==> config.mk <==
export PLATFORM = sky130hd
export DESIGN_NAME = treadmill_status_frame_decoder_unit
export DESIGN_NICKNAME = d
export VERILOG_FILES = /design/src/rtl/core/tsfd_pkg.sv /design/src/rtl/core/treadmill_status_frame_decoder_unit.sv /design/src/rtl/core/tsfd_decode.sv
export SDC_FILE = /design/constraint.sdc
export NUM_CORES = 1
export LEC_CHECK = 0
export BUFFER_PORTS_ARGS = -buffer_cell sky130_fd_sc_hd__buf_2
export CAP_MARGIN = 25
export CELL_PAD_IN_SITES_DETAIL_PLACEMENT = 0
export CELL_PAD_IN_SITES_GLOBAL_PLACEMENT = 1
export CORE_ASPECT_RATIO = 1.4
export CORE_MARGIN = 4
export CORE_UTILIZATION = 44
export DETAILED_ROUTE_END_ITERATION = 10
export GPL_TIMING_DRIVEN = 0
export PLACE_DENSITY_LB_ADDON = 0.25
export REMOVE_ABC_BUFFERS = 1
export SKIP_CTS_REPAIR_TIMING = 1
export SLEW_MARGIN = 25
export SYNTH_ARGS = -nofsm -noshare
export SYNTH_HDL_FRONTEND = slang
export SYNTH_HIERARCHICAL = 1
export SYNTH_SLANG_ARGS = --single-unit
==> constraint.sdc <==
create_clock -name clk -period 9.5 [get_ports clk]
set_input_delay 1.9 -clock clk [delete_from_list [all_inputs] [get_ports clk]]
set_output_delay 1.9 -clock clk [all_outputs]
set_load 0.05 [all_outputs]
==> src/rtl/core/tsfd_pkg.sv <==
// Shared types, codes and constants for the treadmill status frame decoder.
// Holds the speed interpolation table and the saturating total update helpers.
// No dependencies.
`default_nettype none
package tsfd_pkg;

    localparam int CAPTURE_DEPTH = 17;
    localparam int SPEED_STEP_MAX = 80;
    localparam int SPEED_BASE_ENTRIES = 16;

    localparam int IDX_ELAPSED_SEC = 3;
    localparam int IDX_ELAPSED_MIN = 4;
    localparam int IDX_DIST_HI = 5;
    localparam int IDX_DIST_LO = 6;
    localparam int IDX_CAL_HI = 7;
    localparam int IDX_CAL_LO = 8;
    localparam int IDX_SPEED = 10;
    localparam int IDX_STEPS_HI = 12;
    localparam int IDX_STEPS_LO = 13;
    localparam int IDX_STATUS = 14;
    localparam int IDX_COUNTDOWN = 16;

    localparam logic [23:0] MS_PER_SEC = 24'd1000;
    localparam logic [23:0] MS_PER_MIN = 24'd60000;
    localparam logic [14:0] HI_BYTE_SCALE = 15'd100;

    localparam logic REQ_BYTE = 1'b0;
    localparam logic REQ_CLEAR = 1'b1;

    localparam logic [7:0] STATUS_STOPPED = 8'd1;
    localparam logic [7:0] STATUS_STARTING = 8'd2;
    localparam logic [7:0] STATUS_RUNNING = 8'd3;
    localparam logic [7:0] STATUS_PAUSED = 8'd4;

    typedef enum logic [2:0] {
        DEV_STOPPED,
        DEV_STARTING,
        DEV_RUNNING,
        DEV_PAUSED,
        DEV_UNKNOWN
    } dev_state_t;

    typedef logic [7:0] frame_bytes_t [CAPTURE_DEPTH];
    typedef logic [9:0] speed_lut_t [SPEED_STEP_MAX + 1];

    typedef struct packed {
        dev_state_t  state;
        logic [7:0]  countdown;
        logic [23:0] elapsed;
        logic [14:0] distance;
        logic [14:0] calories;
        logic [6:0]  speed_step;
        logic [9:0]  real_speed;
        logic [14:0] steps;
    } decode_t;

    localparam int SPEED_BASE [SPEED_BASE_ENTRIES] = '{
        0, 70, 150, 240, 330, 430, 520, 610, 710,
        710, 710, 710, 710, 710, 710, 710
    };

    function automatic speed_lut_t build_speed_lut(input int entries);
        int last;
        int lo;
        int hi;
        int frac;
        int lo_v;
        int hi_v;
        int r;
        speed_lut_t lut;
        last = entries - 1;
        if (last > SPEED_BASE_ENTRIES - 1)
        begin
            last = SPEED_BASE_ENTRIES - 1;
        end
        for (int s = 0; s <= SPEED_STEP_MAX; s++)
        begin
            lo = s / 10;
            hi = (s + 9) / 10;
            frac = s - lo * 10;
            if (lo > last)
            begin
                lo = last;
            end
            if (hi > last)
            begin
                hi = last;
            end
            lo_v = SPEED_BASE[lo];
            hi_v = SPEED_BASE[hi];
            if (hi_v >= lo_v)
            begin
                r = lo_v + ((hi_v - lo_v) * frac) / 10;
            end
            else
            begin
                r = lo_v - ((lo_v - hi_v) * frac) / 10;
            end
            if (r > 1023)
            begin
                r = 1023;
            end
            lut[s] = 10'(r);
        end
        return lut;
    endfunction

    function automatic logic [31:0] track32(input logic [31:0] now, input logic [31:0] prev,
                                            input logic [31:0] sum);
        logic [32:0] s;
        s = {1'b0, sum} + {1'b0, now - prev};
        if (now > prev)
        begin
            return s[32] ? 32'hFFFF_FFFF : s[31:0];
        end
        return sum;
    endfunction

    function automatic logic [15:0] track16(input logic [15:0] now, input logic [15:0] prev,
                                            input logic [15:0] sum);
        logic [16:0] s;
        s = {1'b0, sum} + {1'b0, now - prev};
        if (now > prev)
        begin
            return s[16] ? 16'hFFFF : s[15:0];
        end
        return sum;
    endfunction

endpackage
`default_nettype wire

==> src/rtl/core/treadmill_status_frame_decoder_unit.sv <==
// Treadmill status frame decoder: input word register, frame capture, decode and totals.
// Depends on tsfd_pkg and tsfd_decode.
//
// Input channel (in_valid / in_stall): one word per cycle while in_stall is low,
// either a frame byte (req_type = 0, frame_end marks the last byte) or a clear
// request (req_type = 1) that loads the totals with the current session values.
// Output channel (out_valid / out_stall): one result word per frame end or clear
// request; plain frame bytes give none. The result fields are the decoded session
// values, the speed, the four totals and the short-frame flag.
// Throughput: one input word per cycle while in_stall is low; the decode and total
// update take a single pass between the input register and the result registers.
// While the receiver stalls, the result holds; frame bytes keep flowing, and
// in_stall rises only when a frame end or clear request is waiting behind an
// untaken result.
// Reset clears the byte position, the stored session values and the totals;
// captured bytes are not cleared, they are always written before use.
`default_nettype none
module treadmill_status_frame_decoder_unit #(
    parameter int FRAME_MIN_BYTES = 17,
    parameter int SPEED_TABLE_ENTRIES = 9
) (
    input  logic        clk,
    input  logic        rst_n,
    input  logic        in_valid,
    output logic        in_stall,
    input  logic        req_type,
    input  logic [7:0]  frame_byte,
    input  logic        frame_end,
    output logic        out_valid,
    input  logic        out_stall,
    output logic [2:0]  device_state,
    output logic        short_frame,
    output logic [7:0]  countdown,
    output logic [23:0] elapsed_ms,
    output logic [14:0] distance_centikm,
    output logic [14:0] calories,
    output logic [6:0]  speed_step,
    output logic [9:0]  real_speed_centikmh,
    output logic [14:0] steps,
    output logic [31:0] total_time_ms,
    output logic [31:0] total_distance_centikm,
    output logic [31:0] total_calories_steps
);
    import tsfd_pkg::*;

    localparam logic [4:0] POS_MAX = '1;

    logic        in_valid_reg;
    logic        req_reg;
    logic [7:0]  byte_reg;
    logic        end_reg;

    logic [4:0]  pos_reg, pos_next;
    logic [7:0]  cap_reg [CAPTURE_DEPTH];
    frame_bytes_t frame_view;
    decode_t     dec;

    dev_state_t  dev_reg, dev_next;
    logic        short_reg, short_next;
    logic        out_valid_reg, out_valid_next;
    logic [7:0]  cd_reg, cd_next;
    logic [23:0] elapsed_reg, elapsed_next;
    logic [14:0] dist_reg, dist_next;
    logic [14:0] cal_reg, cal_next;
    logic [14:0] steps_reg, steps_next;
    logic [6:0]  step_reg, step_next;
    logic [9:0]  real_reg, real_next;
    logic [31:0] sum_time_reg, sum_time_next;
    logic [31:0] sum_dist_reg, sum_dist_next;
    logic [15:0] sum_cal_reg, sum_cal_next;
    logic [15:0] sum_steps_reg, sum_steps_next;

    logic        s1_emits;
    logic        s1_block;
    logic        s1_go;
    logic        capture_en;
    logic [5:0]  count;
    logic        is_short;

    assign s1_emits = (req_reg == REQ_CLEAR) || end_reg;
    assign s1_block = in_valid_reg && s1_emits && out_valid_reg && out_stall;
    assign s1_go = in_valid_reg && !s1_block;
    assign in_stall = s1_block;
    assign capture_en = s1_go && (req_reg == REQ_BYTE) && (pos_reg < 5'(CAPTURE_DEPTH));
    assign count = {1'b0, pos_reg} + 6'd1;
    assign is_short = (count < 6'(FRAME_MIN_BYTES)) || (count < 6'(CAPTURE_DEPTH));

    always_comb
    begin
        for (int i = 0; i < CAPTURE_DEPTH; i++)
        begin
            frame_view[i] = (capture_en && (pos_reg == 5'(i))) ? byte_reg : cap_reg[i];
        end
    end

    tsfd_decode #(
        .SPEED_TABLE_ENTRIES(SPEED_TABLE_ENTRIES)
    ) u_decode (
        .frame (frame_view),
        .fields(dec)
    );

    always_comb
    begin
        pos_next = pos_reg;
        dev_next = dev_reg;
        short_next = short_reg;
        cd_next = cd_reg;
        elapsed_next = elapsed_reg;
        dist_next = dist_reg;
        cal_next = cal_reg;
        steps_next = steps_reg;
        step_next = step_reg;
        real_next = real_reg;
        sum_time_next = sum_time_reg;
        sum_dist_next = sum_dist_reg;
        sum_cal_next = sum_cal_reg;
        sum_steps_next = sum_steps_reg;
        if (s1_go)
        begin
            if (req_reg == REQ_CLEAR)
            begin
                short_next = 1'b0;
                sum_time_next = 32'(elapsed_reg);
                sum_dist_next = 32'(dist_reg);
                sum_cal_next = 16'(cal_reg);
                sum_steps_next = 16'(steps_reg);
            end
            else if (!end_reg)
            begin
                pos_next = (pos_reg == POS_MAX) ? pos_reg : pos_reg + 5'd1;
            end
            else
            begin
                pos_next = 5'd0;
                short_next = is_short;
                if (!is_short)
                begin
                    dev_next = dec.state;
                    if (dec.state != DEV_UNKNOWN)
                    begin
                        cd_next = dec.countdown;
                        step_next = dec.speed_step;
                        real_next = dec.real_speed;
                        elapsed_next = dec.elapsed;
                        dist_next = dec.distance;
                        cal_next = dec.calories;
                        steps_next = dec.steps;
                        sum_time_next = track32(32'(dec.elapsed), 32'(elapsed_reg),
                                                sum_time_reg);
                        sum_dist_next = track32(32'(dec.distance), 32'(dist_reg),
                                                sum_dist_reg);
                        sum_cal_next = track16(16'(dec.calories), 16'(cal_reg), sum_cal_reg);
                        sum_steps_next = track16(16'(dec.steps), 16'(steps_reg),
                                                 sum_steps_reg);
                    end
                end
            end
        end
    end

    always_comb
    begin
        priority if (s1_go && s1_emits)
        begin
            out_valid_next = 1'b1;
        end
        else if (!out_stall)
        begin
            out_valid_next = 1'b0;
        end
        else
        begin
            out_valid_next = out_valid_reg;
        end
    end

    always_ff @(posedge clk or negedge rst_n)
    begin
        if (!rst_n)
        begin
            in_valid_reg <= 1'b0;
            out_valid_reg <= 1'b0;
            pos_reg <= 5'd0;
            dev_reg <= DEV_STOPPED;
            short_reg <= 1'b0;
            cd_reg <= 8'd0;
            elapsed_reg <= 24'd0;
            dist_reg <= 15'd0;
            cal_reg <= 15'd0;
            steps_reg <= 15'd0;
            step_reg <= 7'd0;
            real_reg <= 10'd0;
            sum_time_reg <= 32'd0;
            sum_dist_reg <= 32'd0;
            sum_cal_reg <= 16'd0;
            sum_steps_reg <= 16'd0;
        end
        else
        begin
            if (!in_stall)
            begin
                in_valid_reg <= in_valid;
            end
            out_valid_reg <= out_valid_next;
            pos_reg <= pos_next;
            dev_reg <= dev_next;
            short_reg <= short_next;
            cd_reg <= cd_next;
            elapsed_reg <= elapsed_next;
            dist_reg <= dist_next;
            cal_reg <= cal_next;
            steps_reg <= steps_next;
            step_reg <= step_next;
            real_reg <= real_next;
            sum_time_reg <= sum_time_next;
            sum_dist_reg <= sum_dist_next;
            sum_cal_reg <= sum_cal_next;
            sum_steps_reg <= sum_steps_next;
        end
    end

    always_ff @(posedge clk)
    begin
        if (in_valid && !in_stall)
        begin
            req_reg <= req_type;
            byte_reg <= frame_byte;
            end_reg <= frame_end;
        end
        if (capture_en)
        begin
            cap_reg[pos_reg] <= byte_reg;
        end
    end

    assign out_valid = out_valid_reg;
    assign device_state = dev_reg;
    assign short_frame = short_reg;
    assign countdown = cd_reg;
    assign elapsed_ms = elapsed_reg;
    assign distance_centikm = dist_reg;
    assign calories = cal_reg;
    assign speed_step = step_reg;
    assign real_speed_centikmh = real_reg;
    assign steps = steps_reg;
    assign total_time_ms = sum_time_reg;
    assign total_distance_centikm = sum_dist_reg;
    assign total_calories_steps = {sum_cal_reg, sum_steps_reg};

endmodule
`default_nettype wire

==> src/rtl/core/tsfd_decode.sv <==
// Field decode of one complete status frame: state, countdown, session values, speed.
// Depends on tsfd_pkg (frame layout, status codes, speed table builder).
`default_nettype none
module tsfd_decode #(
    parameter int SPEED_TABLE_ENTRIES = 9
) (
    input  tsfd_pkg::frame_bytes_t frame,
    output tsfd_pkg::decode_t      fields
);
    import tsfd_pkg::*;

    localparam speed_lut_t SPEED_LUT = build_speed_lut(SPEED_TABLE_ENTRIES);

    dev_state_t state;
    logic [6:0] step;

    always_comb
    begin
        unique case (frame[IDX_STATUS])
            STATUS_STOPPED:  state = DEV_STOPPED;
            STATUS_STARTING: state = DEV_STARTING;
            STATUS_RUNNING:  state = DEV_RUNNING;
            STATUS_PAUSED:   state = DEV_PAUSED;
            default:         state = DEV_UNKNOWN;
        endcase
    end

    assign step = (frame[IDX_SPEED] > 8'(SPEED_STEP_MAX)) ? 7'(SPEED_STEP_MAX)
                                                          : frame[IDX_SPEED][6:0];

    always_comb
    begin
        fields.state = state;
        fields.countdown = (state == DEV_STARTING) ? frame[IDX_COUNTDOWN] : 8'd0;
        fields.elapsed = 24'(frame[IDX_ELAPSED_SEC]) * MS_PER_SEC
                       + 24'(frame[IDX_ELAPSED_MIN]) * MS_PER_MIN;
        fields.distance = 15'(frame[IDX_DIST_HI]) * HI_BYTE_SCALE + 15'(frame[IDX_DIST_LO]);
        fields.calories = 15'(frame[IDX_CAL_HI]) * HI_BYTE_SCALE + 15'(frame[IDX_CAL_LO]);
        fields.steps = 15'(frame[IDX_STEPS_HI]) * HI_BYTE_SCALE + 15'(frame[IDX_STEPS_LO]);
        fields.speed_step = step;
        fields.real_speed = SPEED_LUT[step];
    end

endmodule
`default_nettype wire

==> impl_metrics.env, run 1 <==
export IMPL_dp_hpwl_um=58300
export IMPL_die_area_um2=69100
export IMPL_hold_viol=0
export IMPL_grt_overflow_total=0
export IMPL_rsz0062_at_grt="true"
export IMPL_grt_pass1_wl_um=123000
export IMPL_drive_gt1_share_pct=20.3
export IMPL_drc=0
export IMPL_final_cells=4288
export IMPL_holdPathEnd="real_speed_centikmh[2]"
export IMPL_die_x_um=223
export IMPL_root_buffer="clkbuf_16"
export IMPL_clk_pin_slew_worst_paths_ns=0.06
export IMPL_drt_iter0_drc=1266
export IMPL_viasPerCell=5.53
export IMPL_finalWorstSetupSlack_ns=-0.799
export IMPL_port_buffer_count=209
export IMPL_worstSetupPathType="in2reg"
export IMPL_reg2reg_depth=45
export IMPL_boundaryPins=210
export IMPL_violations="negative setup slack"
export IMPL_grt_max_degree=82
export IMPL_min_path_type="reg2reg"
export IMPL_fp_dieH_um=309
export IMPL_startpoint_type="primary input"
export IMPL_area_growth_pct=17.1
export IMPL_wl_per_cell_um=18.1
export IMPL_slowest_stage="fa_2"
export IMPL_placeableCoreArea_um2=64300
export IMPL_final_cell_mix="365 x ha_1, 296 x inv_1, 284 x nand2_1"
export IMPL_cts_tree="yes"
export IMPL_grt_usage_pct=21.5
export IMPL_ys_warn_count=6
export IMPL_numCtsBuffers=36
export IMPL_worstReg2RegEnd="total_time_ms[24]"
export IMPL_worst_skew_pair_late_latency_ns=0.56
export IMPL_place_inst=4148
export IMPL_grt_pass1_vias=23841
export IMPL_avgSynthCellArea_um2=8.98
export IMPL_cp_max_fo=8
export IMPL_layout_commonest_cell="ha_1"
export IMPL_timing_rr_start="req_reg"
export IMPL_largest_reg_flops=88
export IMPL_cp_data_arrival_time_ns=10.74
export IMPL_cp_required_ns=9.94
export IMPL_whs_path_depth=1
export IMPL_vias=23692
export IMPL_antenna_found_initial=0
export IMPL_final_antenna_net_count=0
export IMPL_routabilityCongestion=0.909
export IMPL_fin_worst_skew_ns=0.0137
export IMPL_dr_pass1_iters=5
export IMPL_post_route_util_pct=52.0
export IMPL_h_tree_depth=2
export IMPL_setup_viol_count_final=33
export IMPL_status="finished with violations"
export IMPL_slew_viol_final=0
export IMPL_critPathCaptureType="flop"
export IMPL_period_minus_slack_ns=10.30
export IMPL_antenna_cells=0
export IMPL_relSlewSlack_pct=29.1
export IMPL_finalCritPeriodShare_pct=108
export IMPL_r2r_slack_ns=-0.66
export IMPL_min_from="real_speed_centikmh[2]"
export IMPL_row_count=110
export IMPL_syn_cell_area_um2=28500
export IMPL_clk_path_buf_depth=3
export IMPL_drt_total_wl_um=77600
export IMPL_clock_sinks=299
export IMPL_synth_cells=3179
export IMPL_fmax_mhz=97.1
export IMPL_cap_viol_max_count=0
export IMPL_initial_core_util_pct=44.4
export IMPL_max_stage_delay_ns=0.62
export IMPL_worst_pin_slew_ns=1.06
export IMPL_nets=3889
-- critical path, delay by kind of cell --
family                     cells  cell delay, ns
AOI/OAI and AO/OA             21            3.80
xor gates and xnor gates       3            0.52
adders and majority gates      8            3.01
buffers and inverters          6            0.62
muxes                          1            0.34
and+or+nand+nor                5            0.51
-- how the worst max path moves through the flow --
stage                                   end       from  cells after the start  slack, ns
after floorplan           total_time_ms[12]    req_reg                     41      -2.32
after global placement         calories[11]    req_reg                     12      -8.15
after detailed placement   total_time_ms[2]  out_stall                     45      -3.93
after CTS                 total_time_ms[12]  out_stall                     45      -3.34
after global routing      total_time_ms[22]  out_stall                     44      -1.23
final                     total_time_ms[24]  out_stall                     44      -0.80
-- routing by layer --
metal	share of wire (%)	track usage, %	vias up
met2	51	39.1	465
met5	0	0	-
met3	3.8	2.84	138
met1	42	26.2	11332
li1	-	-	11757
met4	3.4	7.20	0
-- metrics by stage --
| stage | setup TNS, ns | setup slack [ns] | hold WS (ns) | area, um2 |
|---|---|---|---|---|
| 2_1_floorplan | -111.58 | -2.32 | 0.510 | 28100 |
| 3_3_place_gp | -1307.70 | -8.15 | 0.485 | 30200 |
| 3_5_place_dp | -175.40 | -3.93 | 0.491 | 30700 |
| 4_1_cts | -130.60 | -3.34 | 0.509 | 31800 |
| 5_1_grt | -39.47 | -1.23 | 0.524 | 33400 |
| 6_report | -23.93 | -0.799 | 0.501 | 33400 |
-- area by class of cell --
class / instances / area [um2]
repair buffers: 303 / 2080
fillers: 5896 / 30800
well taps: 840 / 1050
inverters: 304 / 1140
multi-input cells: 2478 / 20000
flip-flops and latches: 299 / 7970
clock buffers: 47 / 1000
clock inverters: 17 / 149
Power of run 1 is not shown: default switching activity piles up to over one toggle a cycle in this logic, so the estimate is an artifact.
==> run 2, diff against run 1 <==
--- a/config.mk
+++ b/config.mk
@@ -11,14 +11,12 @@
 export CELL_PAD_IN_SITES_GLOBAL_PLACEMENT = 1
 export CORE_ASPECT_RATIO = 1.4
 export CORE_MARGIN = 4
-export CORE_UTILIZATION = 44
+export CORE_UTILIZATION = 43
 export DETAILED_ROUTE_END_ITERATION = 10
-export GPL_TIMING_DRIVEN = 0
 export PLACE_DENSITY_LB_ADDON = 0.25
 export REMOVE_ABC_BUFFERS = 1
 export SKIP_CTS_REPAIR_TIMING = 1
 export SLEW_MARGIN = 25
 export SYNTH_ARGS = -nofsm -noshare
 export SYNTH_HDL_FRONTEND = slang
-export SYNTH_HIERARCHICAL = 1
 export SYNTH_SLANG_ARGS = --single-unit
==> run 2 against run 1 <==
Sequential share of layout area is 0.79 points lower; die area fell by 2.1%; maximum frequency increased by 4.9%; clock-buffer cell count down 7; synthesized area shrank 4.4%; clock skew up 0.017 ns; flip-flop and latch count is 5 lower; via count is 1.7% higher; critical path depth up 2; the run still ends with negative setup slack left; routed wire length increased by 3.1%; utilization up 2.0 points.
==> impl_metrics.env, run 2 <==
export IMPL_numCtsBuffers=35
export IMPL_synth_area_leaders="dfrtp_1 18%, ha_1 18%, edfxtp_1 11%"
export IMPL_wl_per_cell_um=18.0
export IMPL_grt_overflow_total=0
export IMPL_worst_skew_pair_late_latency_ns=0.57
export IMPL_holdPathEnd="real_speed_centikmh[2]"
export IMPL_final_cell_mix="365 x ha_1, 356 x buf_4, 297 x inv_1"
export IMPL_synth_ff_latch_count=294
export IMPL_die_x_um=221
export IMPL_yosysTopAreaCell="dfrtp_1"
export IMPL_reg2reg_depth=46
export IMPL_antenna_found_initial=9
export IMPL_fp_dieH_um=306
export IMPL_routabilityCongestion=0.875
export IMPL_cp_data_arrival_time_ns=10.32
export IMPL_root_buffer="clkbuf_16"
export IMPL_viasPerCell=5.42
export IMPL_final_cells=4447
export IMPL_final_antenna_net_count=0
export IMPL_r2r_slack_ns=0.12
export IMPL_die_area_um2=67600
export IMPL_worstReg2RegEnd="total_time_ms[10]"
export IMPL_power_frac_clock_pct=13.7
export IMPL_timing_rr_start="pos_reg[3]"
export IMPL_initial_core_util_pct=43.3
export IMPL_clock_sinks=294
export IMPL_power_frac_comb_pct=70.6
export IMPL_finalWorstSetupSlack_ns=-0.322
export IMPL_startpoint_type="primary input"
export IMPL_yosysMostFrequentCell="ha_1"
export IMPL_h_tree_depth=2
export IMPL_synth_cells=3057
export IMPL_boundaryPins=210
export IMPL_grt_pass1_wl_um=128000
export IMPL_violations="negative setup slack"
export IMPL_synth_edff_count=98
export IMPL_ir_drop_uv=263
export IMPL_worst_pin_slew_ns=1.02
export IMPL_sequentialPowerShare_pct=15.7
export IMPL_switching_share_pct=45.2
export IMPL_drt_total_wl_um=80000
export IMPL_min_path_type="reg2reg"
export IMPL_fmax_mhz=102
export IMPL_grt_max_degree=87
export IMPL_cts_tree="yes"
export IMPL_seq_area_frac_synth_pct=28.8
export IMPL_ys_warn_count=0
export IMPL_status="finished with violations"
export IMPL_critPathCaptureType="flop"
export IMPL_place_inst=4347
export IMPL_largest_reg_flops=88
export IMPL_yosys_top_cells_count="383 x ha_1, 300 x inv_1, 270 x nand2_1, 227 x o21ai_0, 203 x nor2_1"
export IMPL_period_minus_slack_ns=9.82
export IMPL_leakage_nw=16.8
export IMPL_setup_viol_count_final=30
export IMPL_drive_gt1_share_pct=24.8
export IMPL_drc=0
export IMPL_switchingPower_mw=4.72
export IMPL_grt_usage_pct=22.7
export IMPL_drt_iter0_drc=1189
export IMPL_grt_pass1_vias=24664
export IMPL_hold_viol=0
export IMPL_ys_flop_type="dfrtp_1"
export IMPL_syn_cell_area_um2=27300
export IMPL_synth_async_reset_ratio_pct=66.7
export IMPL_p_int_mw=5.72
export IMPL_cellPowerDensity_nw_per_um2=307
export IMPL_dr_pass1_iters=5
export IMPL_finalCritPeriodShare_pct=103
export IMPL_rsz0062_at_grt="true"
export IMPL_nets=4041
export IMPL_slew_viol_final=0
export IMPL_clk_path_buf_depth=3
export IMPL_avgSynthCellArea_um2=8.92
export IMPL_cp_required_ns=10.00
export IMPL_synth_top_cell_area_share_pct=18.0
export IMPL_cp_max_fo=7
export IMPL_dp_hpwl_um=61600
export IMPL_row_count=109
export IMPL_cap_viol_max_count=0
export IMPL_finalSetupTns_ns=-7.06
export IMPL_port_buffer_count=206
export IMPL_yosys_cell_types_count=88
export IMPL_slowest_stage="fa_1"
export IMPL_relSlewSlack_pct=30.3
export IMPL_nFillCells=5850
export IMPL_min_from="real_speed_centikmh[2]"
export IMPL_whs_path_depth=1
export IMPL_fin_worst_skew_ns=0.0311
export IMPL_placeableCoreArea_um2=63000
export IMPL_area_growth_pct=24.8
export IMPL_layout_commonest_cell="ha_1"
export IMPL_clk_pin_slew_worst_paths_ns=0.06
export IMPL_max_stage_delay_ns=0.50
export IMPL_worstSetupPathType="in2reg"
export IMPL_vias=24094
export IMPL_crit_top_cell="buf_4"
run 2: worst max-delay path by stage:
stage | startpoint | endpoint | slack [ns] | cells past startpoint
after floorplan | out_stall | total_time_ms[13] | -1.95 | 41
after global placement | out_stall | total_time_ms[6] | -1.44 | 43
after detailed placement | out_stall | total_time_ms[9] | -1.69 | 43
after CTS | out_stall | total_time_ms[9] | -1.11 | 43
after global routing | out_stall | total_time_ms[10] | -0.80 | 44
final | out_stall | total_time_ms[10] | -0.32 | 46
run 2: layer usage:
| layer | track usage, % | up-vias | part of all wire (%) |
|---|---|---|---|
| met2 | 41.9 | 480 | 51 |
| met1 | 27.2 | 11590 | 42 |
| li1 | - | 11863 | - |
| met3 | 3.73 | 153 | 4.0 |
| met5 | 0 | - | 0.065 |
| met4 | 6.78 | 8 | 3.3 |
run 2: cell type report:
| class | instances | area [um2] | share of cell area [%] |
|---|---|---|---|
| repair buffers | 581 | 3990 | 11.7 |
| flip-flops and latches | 294 | 7850 | 23.1 |
| clock inverters | 23 | 288 | 0.845 |
| multi-input cells | 2369 | 18800 | 55.2 |
| clock buffers | 40 | 925 | 2.72 |
| diodes | 6 | 15.0 | 0.0441 |
| inverters | 302 | 1140 | 3.34 |
| well taps | 832 | 1040 | 3.06 |
run 2: power by group through the flow:
stage	Clock [mW]	Combinational (mW)	Sequential, mW
after detailed placement	0	6.53	1.67
after CTS	1.47	6.55	1.65
final	1.43	7.37	1.64
after global placement	0	6.37	1.67
after global routing	1.51	8.05	1.67
after floorplan	0	3.68	2.15
run 2: stage by stage:
stage / hold slack [ns] / cell area, um2 / util (%) / setup WS [ns] / total power, mW
6_report: 0.476 / 34000 / 54.0 / -0.322 / 10.4
5_1_grt: 0.494 / 34000 / 54.0 / -0.800 / 11.2
4_1_cts: 0.482 / 32800 / 52.1 / -1.11 / 9.67
3_5_place_dp: 0.461 / 31600 / 50.2 / -1.69 / 8.20
3_3_place_gp: 0.458 / 31600 / 50.2 / -1.44 / 8.04
2_1_floorplan: 0.546 / 26900 / - / -1.95 / 5.83
run 2: critical path: cells and delay by family:
kind / cells / cell delay, ns
AO/OA/AOI/OAI: 13 / 2.33
multiplexers: 1 / 0.21
AND/OR/NAND/NOR: 12 / 1.63
adder cells (fa/ha/maj): 8 / 2.80
buffers and inverters: 10 / 1.19
XOR/XNOR: 2 / 0.22
run 2: cell families (layout without fill, tap and decap cells):
group	count (synthesis)	in the layout	share of synthesized area (%)
compound gates	792	792	18.1
simple gates	780	780	13.3
fa+ha+maj	444	444	22.0
buf+inv	396	946	5.67
flops	294	294	28.8
xor+xnor	230	230	7.38
mux	120	120	4.76
other cells	1	9	0.0137
Note: power is estimated with default switching activity, not from simulation.
==> run 3, diff against run 2 <==
--- a/config.mk
+++ b/config.mk
@@ -13,7 +13,7 @@
 export CORE_MARGIN = 4
 export CORE_UTILIZATION = 43
 export DETAILED_ROUTE_END_ITERATION = 10
-export PLACE_DENSITY_LB_ADDON = 0.25
+export PLACE_DENSITY_LB_ADDON = 0.1
 export REMOVE_ABC_BUFFERS = 1
 export SKIP_CTS_REPAIR_TIMING = 1
 export SLEW_MARGIN = 25
==> run 3 against run 2 <==
The run still ends with negative setup slack left; cell count increased by 0.11%; critical path depth shrank 2; largest power group unchanged; design area rose by 0.28%.
==> impl_metrics.env, run 3 (synthesis results as in run 2) <==
export IMPL_viasPerCell=5.40
export IMPL_switchingPower_mw=4.65
export IMPL_grt_pass1_wl_um=129000
export IMPL_clk_pin_slew_worst_paths_ns=0.06
export IMPL_nFillCells=5925
export IMPL_grt_usage_pct=23.0
export IMPL_drc=0
export IMPL_slowest_stage="fa_1"
export IMPL_final_antenna_net_count=0
export IMPL_holdPathEnd="speed_step[2]"
export IMPL_max_stage_delay_ns=0.50
export IMPL_leakage_nw=16.8
export IMPL_startpoint_type="primary input"
export IMPL_largest_reg_flops=88
export IMPL_whs_path_depth=2
export IMPL_port_buffer_count=206
export IMPL_grt_overflow_total=0
export IMPL_die_x_um=221
export IMPL_timing_rr_start="pos_reg[3]"
export IMPL_relSlewSlack_pct=35.8
export IMPL_h_tree_depth=2
export IMPL_finalCritPeriodShare_pct=104
export IMPL_setup_viol_count_final=30
export IMPL_fmax_mhz=101
export IMPL_vias=24023
export IMPL_grt_pass1_vias=24570
export IMPL_grt_max_degree=112
export IMPL_row_count=109
export IMPL_cap_viol_max_count=0
export IMPL_fp_dieH_um=306
export IMPL_worst_pin_slew_ns=0.936
export IMPL_multiInputGateArea_um2=18800
export IMPL_dp_hpwl_um=62100
export IMPL_slew_viol_final=0
export IMPL_initial_core_util_pct=43.3
export IMPL_placed_area_um2=31800
export IMPL_worstReg2RegEnd="total_time_ms[5]"
export IMPL_violations="negative setup slack"
export IMPL_hold_viol=0
export IMPL_crit_buf_inv=5
export IMPL_clock_sinks=294
export IMPL_final_cell_mix="363 x ha_1, 359 x buf_4, 293 x inv_1"
export IMPL_fin_worst_skew_ns=0.0167
export IMPL_antenna_found_initial=6
export IMPL_nets=4046
export IMPL_wl_per_cell_um=18.1
export IMPL_cts_tree="yes"
export IMPL_finalWorstSetupSlack_ns=-0.390
export IMPL_sequentialPowerShare_pct=15.9
export IMPL_min_path_type="reg2reg"
export IMPL_path_delay_family="adder cells"
export IMPL_boundaryPins=210
export IMPL_period_minus_slack_ns=9.89
export IMPL_root_buffer="clkbuf_16"
export IMPL_die_area_um2=67600
export IMPL_area_growth_pct=25.1
export IMPL_worst_skew_pair_late_latency_ns=0.56
export IMPL_drt_total_wl_um=80600
export IMPL_cp_data_arrival_time_ns=10.37
export IMPL_drt_iter0_drc=1099
export IMPL_rsz0062_at_grt="true"
export IMPL_register_area_um2=7850
export IMPL_ir_drop_uv=278
export IMPL_r2r_slack_ns=0.09
export IMPL_routabilityCongestion=0.900
export IMPL_power_frac_clock_pct=14.0
export IMPL_globalRouteMet1Util_pct=28.0
export IMPL_cp_required_ns=9.98
export IMPL_grt_busiest_layer="met2"
export IMPL_dr_pass1_iters=5
export IMPL_critPathCaptureType="flop"
export IMPL_switching_share_pct=45.1
export IMPL_drive_gt1_share_pct=24.8
export IMPL_numCtsBuffers=35
export IMPL_layout_commonest_cell="ha_1"
export IMPL_final_area_um2=34100
export IMPL_clk_path_buf_depth=3
export IMPL_p_total_mw=10.3
export IMPL_status="finished with violations"
export IMPL_power_frac_comb_pct=70.1
export IMPL_met3_usage_pct=3.27
export IMPL_cellPowerDensity_nw_per_um2=302
export IMPL_use_met2_pct=42.4
export IMPL_cp_max_fo=6
export IMPL_min_from="speed_step[2]"
export IMPL_p_int_mw=5.66
export IMPL_worstSetupPathType="in2reg"
export IMPL_reg2reg_depth=44
export IMPL_placeableCoreArea_um2=63000
==> run 3: how the worst max path moves through the flow <==
stage | startpoint | to | cells past startpoint
floorplan | out_stall | total_time_ms[13] | 41
global placement | out_stall | total_time_ms[6] | 43
detailed placement | out_stall | total_time_ms[6] | 43
CTS | out_stall | total_time_ms[6] | 43
global route | out_stall | total_time_ms[12] | 45
finish | out_stall | total_time_ms[5] | 44
==> run 3: cell type report <==
| type | instances | share of cell area, % |
|---|---|---|
| multi-input combinational | 2369 | 55.2 |
| sequential | 294 | 23.0 |
| timing repair buffer | 586 | 11.9 |
| inverter | 302 | 3.33 |
| tap | 832 | 3.05 |
| clock buffer | 45 | 2.89 |
| clock inverter | 19 | 0.645 |
| antenna | 5 | 0.0367 |
==> run 3: per-stage QoR <==
step	setup TNS [ns]	setup slack [ns]	utilization (%)	instances	hold WS, ns
3_5_place_dp	-54.50	-1.82	50.4	4360	0.461
6_report	-8.34	-0.390	54.2	4452	0.476
4_1_cts	-32.10	-1.23	52.3	4424	0.480
2_1_floorplan	-67.42	-1.95	-	2965	0.546
5_1_grt	-19.58	-0.759	54.2	4447	0.493
3_3_place_gp	-42.79	-1.47	50.4	4360	0.457
==> run 3: per-layer routing <==
metal	wire, um	share of wire, %	vias up
met5	28	0.035	-
met4	2470	3.1	4
met3	3360	4.2	135
met2	41200	51	460
met1	33500	42	11542
li1	-	-	11882
==> run 3: power groups by stage <==
stage	Sequential (mW)	Combinational, mW	Clock [mW]
after global placement	1.66	6.41	0
final	1.64	7.22	1.44
after detailed placement	1.67	6.53	0
after floorplan	2.15	3.68	0
after global routing	1.66	7.91	1.53
after CTS	1.64	6.56	1.49
==> run 3: worst min-delay path, cell delays in order (launching register included) <==
cell,delay (ns)
dfrtp_1,0.34
nand2_1,0.04
o21ai_0,0.06
